File: src/rtl/core/hdis_pkg.sv
// Shared types and constants of the HID descriptor item scanner.
package hdis_pkg;

  // Field widths of a descriptor byte and of a scan result
  localparam int unsigned ByteW      = 8;
  localparam int unsigned CountW     = 4;
  localparam int unsigned StoreDepth = 8;
  localparam int unsigned IdxW       = $clog2(StoreDepth);

  // Usage page looks at the low 16 bits of an item value, report ID at the low 8 bits
  localparam int unsigned ValueW = 16;

  // Short item prefix fields
  localparam logic [1:0] SIZE_CODE_FOUR = 2'h3;
  localparam logic [1:0] ITEM_TYPE_GLOBAL = 2'h1;
  localparam logic [3:0] TAG_USAGE_PAGE = 4'h0;
  localparam logic [3:0] TAG_REPORT_ID  = 4'h8;

  // Usage pages of interest
  localparam logic [ValueW-1:0] PAGE_DESKTOP  = 16'h0001;
  localparam logic [ValueW-1:0] PAGE_KEYBOARD = 16'h0007;
  localparam logic [ValueW-1:0] PAGE_CONSUMER = 16'h000C;

  // Data bytes of the widest short item
  localparam logic [2:0] DATA_BYTES_MAX = 3'd4;

  // One registered descriptor byte
  typedef struct packed {
    logic [ByteW-1:0] desc_byte;
    logic             first_byte;
    logic             last_byte;
  } byte_t;

endpackage

File: src/rtl/core/hdis_byte_if.sv
// Descriptor byte channel and scan result channel.
interface hdis_byte_if import hdis_pkg::*; ();
  logic             valid;
  logic             ready;
  logic [ByteW-1:0] desc_byte;
  logic             first_byte;
  logic             last_byte;

  modport source (output valid, desc_byte, first_byte, last_byte, input ready);
  modport sink   (input valid, desc_byte, first_byte, last_byte, output ready);
endinterface

interface hdis_result_if import hdis_pkg::*; ();
  logic              valid;
  logic              ready;
  logic              has_keyboard;
  logic              has_cons_page;
  logic              has_desktop;
  logic [CountW-1:0] id_count;
  logic [ByteW-1:0]  report_id_0;
  logic [ByteW-1:0]  report_id_1;
  logic [ByteW-1:0]  report_id_2;
  logic [ByteW-1:0]  report_id_3;
  logic [ByteW-1:0]  report_id_4;
  logic [ByteW-1:0]  report_id_5;
  logic [ByteW-1:0]  report_id_6;
  logic [ByteW-1:0]  report_id_7;

  modport source (
    output valid, has_keyboard, has_cons_page, has_desktop, id_count,
           report_id_0, report_id_1, report_id_2, report_id_3,
           report_id_4, report_id_5, report_id_6, report_id_7,
    input  ready
  );
  modport sink (
    input  valid, has_keyboard, has_cons_page, has_desktop, id_count,
           report_id_0, report_id_1, report_id_2, report_id_3,
           report_id_4, report_id_5, report_id_6, report_id_7,
    output ready
  );
endinterface

File: src/rtl/core/hid_descriptor_item_scanner.sv
// Top level of the HID report descriptor short item scanner.
//
// The scanner takes one descriptor byte per cycle while its input is not
// stalled: a byte is registered at the input, then decoded against the item
// parser state, and a summary for a byte marked last is loaded into an output
// register, which offers it as the result. The input register only stalls
// while a summary is due and the output register still holds an earlier
// summary that has not been taken. Findings (usage page flags and up to
// MAX_IDS report IDs) are cleared by a byte marked first and persist
// otherwise; an item cut off by the last byte is dropped.
module hid_descriptor_item_scanner import hdis_pkg::*; #(
  parameter int unsigned MAX_IDS = 8
) (
  input  logic    clk_i,
  input  logic    rst_ni,
  hdis_byte_if.sink     desc_i,
  hdis_result_if.source scan_o
);

  // Input register
  logic  in_valid_q, in_valid_d;
  byte_t in_q;

  // Parser and findings state
  logic [2:0]        left_q, left_d;
  logic [1:0]        pos_q, pos_d;
  logic [1:0]        type_q, type_d;
  logic [3:0]        tag_q, tag_d;
  logic [ValueW-1:0] value_q, value_d;
  logic              kbd_q, kbd_d;
  logic              cons_q, cons_d;
  logic              desk_q, desk_d;
  logic [CountW-1:0] fill_q, fill_d;
  logic [ByteW-1:0]  id_q [StoreDepth];
  logic [ByteW-1:0]  id_d [StoreDepth];

  // Output register
  logic out_valid_q, out_valid_d;

  logic proc_fire;
  logic item_done;

  // Handshake: a byte is decoded unless its summary cannot be stored yet
  assign proc_fire    = in_valid_q && (!in_q.last_byte || !out_valid_q || scan_o.ready);
  assign desc_i.ready = !in_valid_q || proc_fire;
  assign in_valid_d   = desc_i.valid || (in_valid_q && !proc_fire);

  // Item decode and findings update
  always_comb begin
    left_d    = left_q;
    pos_d     = pos_q;
    type_d    = type_q;
    tag_d     = tag_q;
    value_d   = value_q;
    kbd_d     = kbd_q;
    cons_d    = cons_q;
    desk_d    = desk_q;
    fill_d    = fill_q;
    id_d      = id_q;
    item_done = 1'b0;

    if (in_q.first_byte) begin
      left_d  = '0;
      pos_d   = '0;
      type_d  = '0;
      tag_d   = '0;
      value_d = '0;
      kbd_d   = 1'b0;
      cons_d  = 1'b0;
      desk_d  = 1'b0;
      fill_d  = '0;
      for (int k = 0; k < StoreDepth; k++) begin
        id_d[k] = '0;
      end
    end

    if (left_d == 3'd0) begin
      // prefix byte
      type_d    = in_q.desc_byte[3:2];
      tag_d     = in_q.desc_byte[7:4];
      value_d   = '0;
      pos_d     = '0;
      left_d    = (in_q.desc_byte[1:0] == SIZE_CODE_FOUR) ? DATA_BYTES_MAX
                                                          : {1'b0, in_q.desc_byte[1:0]};
      item_done = (in_q.desc_byte[1:0] == 2'd0);
    end else begin
      // data byte, little endian; bytes above the low 16 bits are not kept
      case (pos_d)
        2'd0:    value_d[7:0]  = in_q.desc_byte;
        2'd1:    value_d[15:8] = in_q.desc_byte;
        default: ;
      endcase
      pos_d     = pos_d + 2'd1;
      left_d    = left_d - 3'd1;
      item_done = (left_d == 3'd0);
    end

    // complete Global item
    if (item_done && type_d == ITEM_TYPE_GLOBAL) begin
      if (tag_d == TAG_USAGE_PAGE) begin
        if (value_d == PAGE_KEYBOARD) kbd_d  = 1'b1;
        if (value_d == PAGE_CONSUMER) cons_d = 1'b1;
        if (value_d == PAGE_DESKTOP)  desk_d = 1'b1;
      end else if (tag_d == TAG_REPORT_ID) begin
        if (fill_d < CountW'(MAX_IDS)) begin
          id_d[fill_d[IdxW-1:0]] = value_d[ByteW-1:0];
          fill_d                 = fill_d + CountW'(1);
        end
      end
    end

    // last byte drops any pending item
    if (in_q.last_byte) begin
      left_d  = '0;
      pos_d   = '0;
      type_d  = '0;
      tag_d   = '0;
      value_d = '0;
    end
  end

  // Output valid: set by a summary, cleared by its transfer
  always_comb begin
    out_valid_d = out_valid_q;
    if (proc_fire && in_q.last_byte) begin
      out_valid_d = 1'b1;
    end else if (scan_o.ready) begin
      out_valid_d = 1'b0;
    end
  end

  // Control and state registers
  always_ff @(posedge clk_i or negedge rst_ni) begin
    if (!rst_ni) begin
      in_valid_q  <= 1'b0;
      out_valid_q <= 1'b0;
      left_q      <= '0;
      pos_q       <= '0;
      type_q      <= '0;
      tag_q       <= '0;
      value_q     <= '0;
      kbd_q       <= 1'b0;
      cons_q      <= 1'b0;
      desk_q      <= 1'b0;
      fill_q      <= '0;
      for (int k = 0; k < StoreDepth; k++) begin
        id_q[k] <= '0;
      end
    end else begin
      in_valid_q  <= in_valid_d;
      out_valid_q <= out_valid_d;
      if (proc_fire) begin
        left_q  <= left_d;
        pos_q   <= pos_d;
        type_q  <= type_d;
        tag_q   <= tag_d;
        value_q <= value_d;
        kbd_q   <= kbd_d;
        cons_q  <= cons_d;
        desk_q  <= desk_d;
        fill_q  <= fill_d;
        id_q    <= id_d;
      end
    end
  end

  // Input payload register
  always_ff @(posedge clk_i) begin
    if (desc_i.valid && desc_i.ready) begin
      in_q.desc_byte  <= desc_i.desc_byte;
      in_q.first_byte <= desc_i.first_byte;
      in_q.last_byte  <= desc_i.last_byte;
    end
  end

  // Result payload register
  always_ff @(posedge clk_i) begin
    if (proc_fire && in_q.last_byte) begin
      scan_o.has_keyboard  <= kbd_d;
      scan_o.has_cons_page <= cons_d;
      scan_o.has_desktop   <= desk_d;
      scan_o.id_count      <= fill_d;
      scan_o.report_id_0   <= id_d[0];
      scan_o.report_id_1   <= id_d[1];
      scan_o.report_id_2   <= id_d[2];
      scan_o.report_id_3   <= id_d[3];
      scan_o.report_id_4   <= id_d[4];
      scan_o.report_id_5   <= id_d[5];
      scan_o.report_id_6   <= id_d[6];
      scan_o.report_id_7   <= id_d[7];
    end
  end

  assign scan_o.valid = out_valid_q;

endmodule

File: src/flat_wrapper.sv
// flat-port wrapper written by rule: the top's interface ports become plain ports
module hid_descriptor_item_scanner_flat import hdis_pkg::*;
#(
  parameter int unsigned MAX_IDS = 8
)
  (clk_i, rst_ni, desc_i_valid, desc_i_desc_byte, desc_i_first_byte, desc_i_last_byte, desc_i_ready, scan_o_valid, scan_o_has_keyboard, scan_o_has_cons_page, scan_o_has_desktop, scan_o_id_count, scan_o_report_id_0, scan_o_report_id_1, scan_o_report_id_2, scan_o_report_id_3, scan_o_report_id_4, scan_o_report_id_5, scan_o_report_id_6, scan_o_report_id_7, scan_o_ready);
  hdis_byte_if desc_i_i ();
  hdis_result_if scan_o_i ();
  input  logic clk_i;
  input  logic rst_ni;
  input wire logic [$bits(desc_i_i.valid)-1:0] desc_i_valid;
  input wire logic [$bits(desc_i_i.desc_byte)-1:0] desc_i_desc_byte;
  input wire logic [$bits(desc_i_i.first_byte)-1:0] desc_i_first_byte;
  input wire logic [$bits(desc_i_i.last_byte)-1:0] desc_i_last_byte;
  output wire logic [$bits(desc_i_i.ready)-1:0] desc_i_ready;
  output wire logic [$bits(scan_o_i.valid)-1:0] scan_o_valid;
  output wire logic [$bits(scan_o_i.has_keyboard)-1:0] scan_o_has_keyboard;
  output wire logic [$bits(scan_o_i.has_cons_page)-1:0] scan_o_has_cons_page;
  output wire logic [$bits(scan_o_i.has_desktop)-1:0] scan_o_has_desktop;
  output wire logic [$bits(scan_o_i.id_count)-1:0] scan_o_id_count;
  output wire logic [$bits(scan_o_i.report_id_0)-1:0] scan_o_report_id_0;
  output wire logic [$bits(scan_o_i.report_id_1)-1:0] scan_o_report_id_1;
  output wire logic [$bits(scan_o_i.report_id_2)-1:0] scan_o_report_id_2;
  output wire logic [$bits(scan_o_i.report_id_3)-1:0] scan_o_report_id_3;
  output wire logic [$bits(scan_o_i.report_id_4)-1:0] scan_o_report_id_4;
  output wire logic [$bits(scan_o_i.report_id_5)-1:0] scan_o_report_id_5;
  output wire logic [$bits(scan_o_i.report_id_6)-1:0] scan_o_report_id_6;
  output wire logic [$bits(scan_o_i.report_id_7)-1:0] scan_o_report_id_7;
  input wire logic [$bits(scan_o_i.ready)-1:0] scan_o_ready;
  assign desc_i_i.valid = desc_i_valid;
  assign desc_i_i.desc_byte = desc_i_desc_byte;
  assign desc_i_i.first_byte = desc_i_first_byte;
  assign desc_i_i.last_byte = desc_i_last_byte;
  assign desc_i_ready = desc_i_i.ready;
  assign scan_o_valid = scan_o_i.valid;
  assign scan_o_has_keyboard = scan_o_i.has_keyboard;
  assign scan_o_has_cons_page = scan_o_i.has_cons_page;
  assign scan_o_has_desktop = scan_o_i.has_desktop;
  assign scan_o_id_count = scan_o_i.id_count;
  assign scan_o_report_id_0 = scan_o_i.report_id_0;
  assign scan_o_report_id_1 = scan_o_i.report_id_1;
  assign scan_o_report_id_2 = scan_o_i.report_id_2;
  assign scan_o_report_id_3 = scan_o_i.report_id_3;
  assign scan_o_report_id_4 = scan_o_i.report_id_4;
  assign scan_o_report_id_5 = scan_o_i.report_id_5;
  assign scan_o_report_id_6 = scan_o_i.report_id_6;
  assign scan_o_report_id_7 = scan_o_i.report_id_7;
  assign scan_o_i.ready = scan_o_ready;
  hid_descriptor_item_scanner #(.MAX_IDS(MAX_IDS)) u_core (.clk_i(clk_i), .rst_ni(rst_ni), .desc_i(desc_i_i), .scan_o(scan_o_i));
endmodule
File: config.mk
export PLATFORM = sky130hd
export DESIGN_NAME = hid_descriptor_item_scanner_flat
export DESIGN_NICKNAME = d
export VERILOG_FILES = /design/src/rtl/core/hdis_pkg.sv /design/src/rtl/core/hdis_byte_if.sv /design/src/rtl/core/hid_descriptor_item_scanner.sv /design/src/flat_wrapper.sv
export SDC_FILE = /design/constraint.sdc
export NUM_CORES = 1
export LEC_CHECK = 0
export ABC_AREA = 1
export CAP_MARGIN = 10
export CELL_PAD_IN_SITES_DETAIL_PLACEMENT = 1
export CELL_PAD_IN_SITES_GLOBAL_PLACEMENT = 1
export CORE_MARGIN = 1
export CORE_UTILIZATION = 44
export DETAILED_ROUTE_END_ITERATION = 8
export DONT_BUFFER_PORTS = 1
export PLACE_DENSITY = 0.82
export SLEW_MARGIN = 20
export SYNTH_ARGS = -nofsm -noshare
export SYNTH_HDL_FRONTEND = slang
export SYNTH_SLANG_ARGS = --single-unit
File: constraint.sdc
create_clock -name clk_i -period 3.4 [get_ports clk_i]
set_clock_uncertainty 0.2 [all_clocks]
set_input_delay 0.68 -clock clk_i [delete_from_list [all_inputs] [get_ports clk_i]]
set_output_delay 0.68 -clock clk_i [all_outputs]
set_load 0.005 [all_outputs]
==> flow_summary.ini <==
[synth]
synth_top_area_share_pct = 29.2
synth_warnings = 0
syn_nets = 1001
yosysTopAreaCell = dfrtp_1
ys_ff_latch = 181
netlist_area_sq_mm = 0.00858
synth_cell_types = 31
yosysSeqAreaShare_pct = 57.5
syn_avg_cell_area_sq_um = 8.73
synth-edff-count = 81
async_reset_ff_share_pct = 55.2
syn_inst = 982
synthFlopType = dfrtp_1
synth_area_leaders = dfrtp_1 29%, edfxtp_1 28%, nand2_1 16%

[grt]
grt_max_degree = 101
antenna_found_initial = 0
grt_pass1_wl_um = 38500
grt_use_total_pct = 25.4
grt_overflow = 0
grt_pass1_vias = 7036

[finish]
final_common_cell = nand2_1
mostFrequentLayoutCells = 374 x nand2_1, 100 x dfrtp_1, 93 x nand3_1, 81 x edfxtp_1, 68 x inv_1
nFillCells = 2250
fin_nets = 1008
antenna-diode-count = 0
area_growth_pct = 11.9
drive_gt1_share_pct = 11.1

[clock_network]
htree_levels = 4
clock-sinks = 181
cts_tree = done
clk_pin_slew_worst_paths_ns = 0.07
cts_buffer_depth = 2
insertion_delay_ns = 0.45
postCtsSetupBuffers = 0
clock-root-buffer = clkbuf_16
cts_buffers = 17

[critical_path]
required_ns = 3.41
critPathSlowestCell = edfxtp_1
end_kind = flop
critPathKind = flop to flop
crit_top_cell = nand2_1
slowest_delay_ns = 0.48
path_cells = nor2_1 -> inv_1 -> ha_1 -> ha_2 -> nor2_4 -> nand2_1 -> nand2_1 -> nand2_2 -> nor2_8 -> nand2_4 -> nor2_2 -> nand3_1 -> and2_1
crit_path_start_kind = flop
cp.arrival_ns = 3.14
worst-path-max-fanout = 14

[power_and_ir_drop]
ir_worst_vdd_mv = 0.383
power.density_mw_per_mm2 = 513
power.leakage_nw = 4.42
p_total_w = 0.00492

[sta]
period_minus_slack_ns = 3.13
slew_headroom_pct = 36.0
setup_viol = 0
final_max_slew_viol_count = 0
grt_setup_unrepaired = false
period_share_pct = 92.2
timing.setup.tns_ns = 0
worst_slew_pin_slew_ns = 0.960
fmax_ghz = 0.319
finalHoldWorstSlack_ns = 0.117
hold_viol = 0

[run_status]
outcome = complete, no violations

[job]
maxCapViolCount = 0

[die]
die_h_um = 142
core_sq_mm = 0.0189
start_util_pct = 45.4
dieWidth_um = 142
fp-row-count = 50
dieArea_sq_mm = 0.0201
num_io_pins = 87

[drt]
antenna_left = 0
wire_per_inst_um = 19.1
drt-initial-drc-count = 464
vias = 6826
wirelength_um = 24100
detail_route.vias_per_cell = 5.41
drc = 0
drt_pass1_iterations = 4

[placement]
place_congestion = 0.909
dp_hpwl_um = 16300
portBuffers = 0

[hold_path]
hp-class = input pin to flop
[where the power goes]
group	internal [W]	switching (W)	total, W
registers	0.00237	0.0000514	0.00242
clock network	0.000970	0.000948	0.00192
logic	0.000142	0.000440	0.000582
[logic make-up after synthesis]
logic type | Yosys count | synth area share (%)
XOR/XNOR | 1 | 0.102
AO/OA/AOI/OAI | 111 | 6.99
flip-flops | 181 | 57.5
AND/OR/NAND/NOR | 566 | 29.1
adder cells (fa/ha/maj) | 5 | 0.729
buffers and inverters | 118 | 5.54
[timing repair]
item                                    in CTS  in global routing
resized for setup                            0                  7
hold endpoints to repair                   100                  0
endpoints found under the setup margin       0                 80
hold buffers                                 2                  0
[registers in the layout, summed over array words and instances (netlist names), 2 cells and up]
| signal | cells |
|---|---|
| u_core.scan_o.id_count | 4 |
| u_core.id_q | 64 |
| u_core.pos_q | 2 |
| u_core.left_q | 3 |
| u_core.scan_o.report_id_7 | 8 |
| u_core.scan_o.report_id_6 | 8 |
| u_core.scan_o.report_id_5 | 8 |
| u_core.scan_o.report_id_1 | 8 |
| u_core.fill_q | 4 |
| u_core.scan_o.report_id_0 | 8 |
| u_core.scan_o.report_id_3 | 8 |
| u_core.scan_o.report_id_2 | 8 |
| u_core.scan_o.report_id_4 | 8 |
| u_core.in_q | 10 |
| u_core.value_q | 16 |
| u_core.type_q | 2 |
| u_core.tag_q | 4 |
[cell type report]
cell class | count | area, sq um | area share (%)
flip-flops and latches | 181 | 4930 | 51.4
clock buffers | 18 | 429 | 4.47
clock inverters | 14 | 138 | 1.43
well taps | 260 | 325 | 3.39
multi-input cells | 683 | 3210 | 33.5
repair buffers | 28 | 258 | 2.69
inverters | 78 | 298 | 3.10
[path summary, 6_finish.rpt]
kind | from | end | slack [ns] | depth (start not counted)
worst max-delay path | u_core.in_q[1]$_DFFE_PP_ | u_core.scan_o.report_id_0[1]$_DFFE_PP_ | 0.27 | 13
worst min-delay path | desc_i_desc_byte[3] | u_core.in_q[5]$_DFFE_PP_ | 0.12 | 0
worst max register to register | u_core.in_q[1]$_DFFE_PP_ | u_core.scan_o.report_id_0[1]$_DFFE_PP_ | 0.27 | 13
worst min register to register | u_core.id_q[49]$_DFFE_PN0P_ | u_core.id_q[49]$_DFFE_PN0P_ | 0.28 | 2
max in group asynchronous | rst_ni | u_core.value_q[0]$_DFFE_PN0P_ | 1.92 | 2
min in group asynchronous | rst_ni | u_core.id_q[3]$_DFFE_PN0P_ | 0.60 | 2
[critical path: cells and delay by family (launching register included)]
kind / cells / cell delay (ns)
and+or+nand+nor: 10 / 1.67
adders and majority gates: 2 / 0.46
buffers and inverters: 1 / 0.07
DFF: 1 / 0.48
[metal layers]
| metal | part of all wire (%) | up-vias | GRT usage [%] |
|---|---|---|---|
| met1 | 45 | 3405 | 33.9 |
| met4 | 1.6 | 0 | 8.49 |
| met5 | 0 | - | 0 |
| met3 | 4.4 | 33 | 3.71 |
| met2 | 49 | 190 | 42.6 |
| li1 | - | 3198 | - |
[stage by stage]
step / utilization (%) / setup slack (ns) / cell area, sq um / instances
after floorplan: - / 0.0727 / 8580 / 982
after global placement: 47.4 / 0.274 / 8960 / 1228
after detailed placement: 47.4 / 0.135 / 8960 / 1228
after CTS: 50.6 / 0.0800 / 9560 / 1262
after global routing: 50.8 / 0.0768 / 9590 / 1262
final: 50.8 / 0.266 / 9590 / 1262
[synth_stat cells (3+ instances only)]
| master | number |
|---|---|
| inv_2 | 8 |
| nor2_4 | 8 |
| and2_1 | 33 |
| inv_1 | 70 |
| o21ai_2 | 6 |
| nand3_2 | 5 |
| nand3_1 | 94 |
| nand2_1 | 374 |
| a21oi_1 | 10 |
| o21ai_1 | 29 |
| buf_1 | 6 |
| clkbuf_1 | 24 |
| nand4_1 | 4 |
| nand2_2 | 8 |
| o22ai_1 | 10 |
| buf_2 | 5 |
| dfrtp_1 | 100 |
| edfxtp_1 | 81 |
| nor2_2 | 8 |
| buf_4 | 3 |
| ha_1 | 5 |
| o21ai_0 | 52 |
| nor2_1 | 29 |
(Power assumes the default switching activity.)
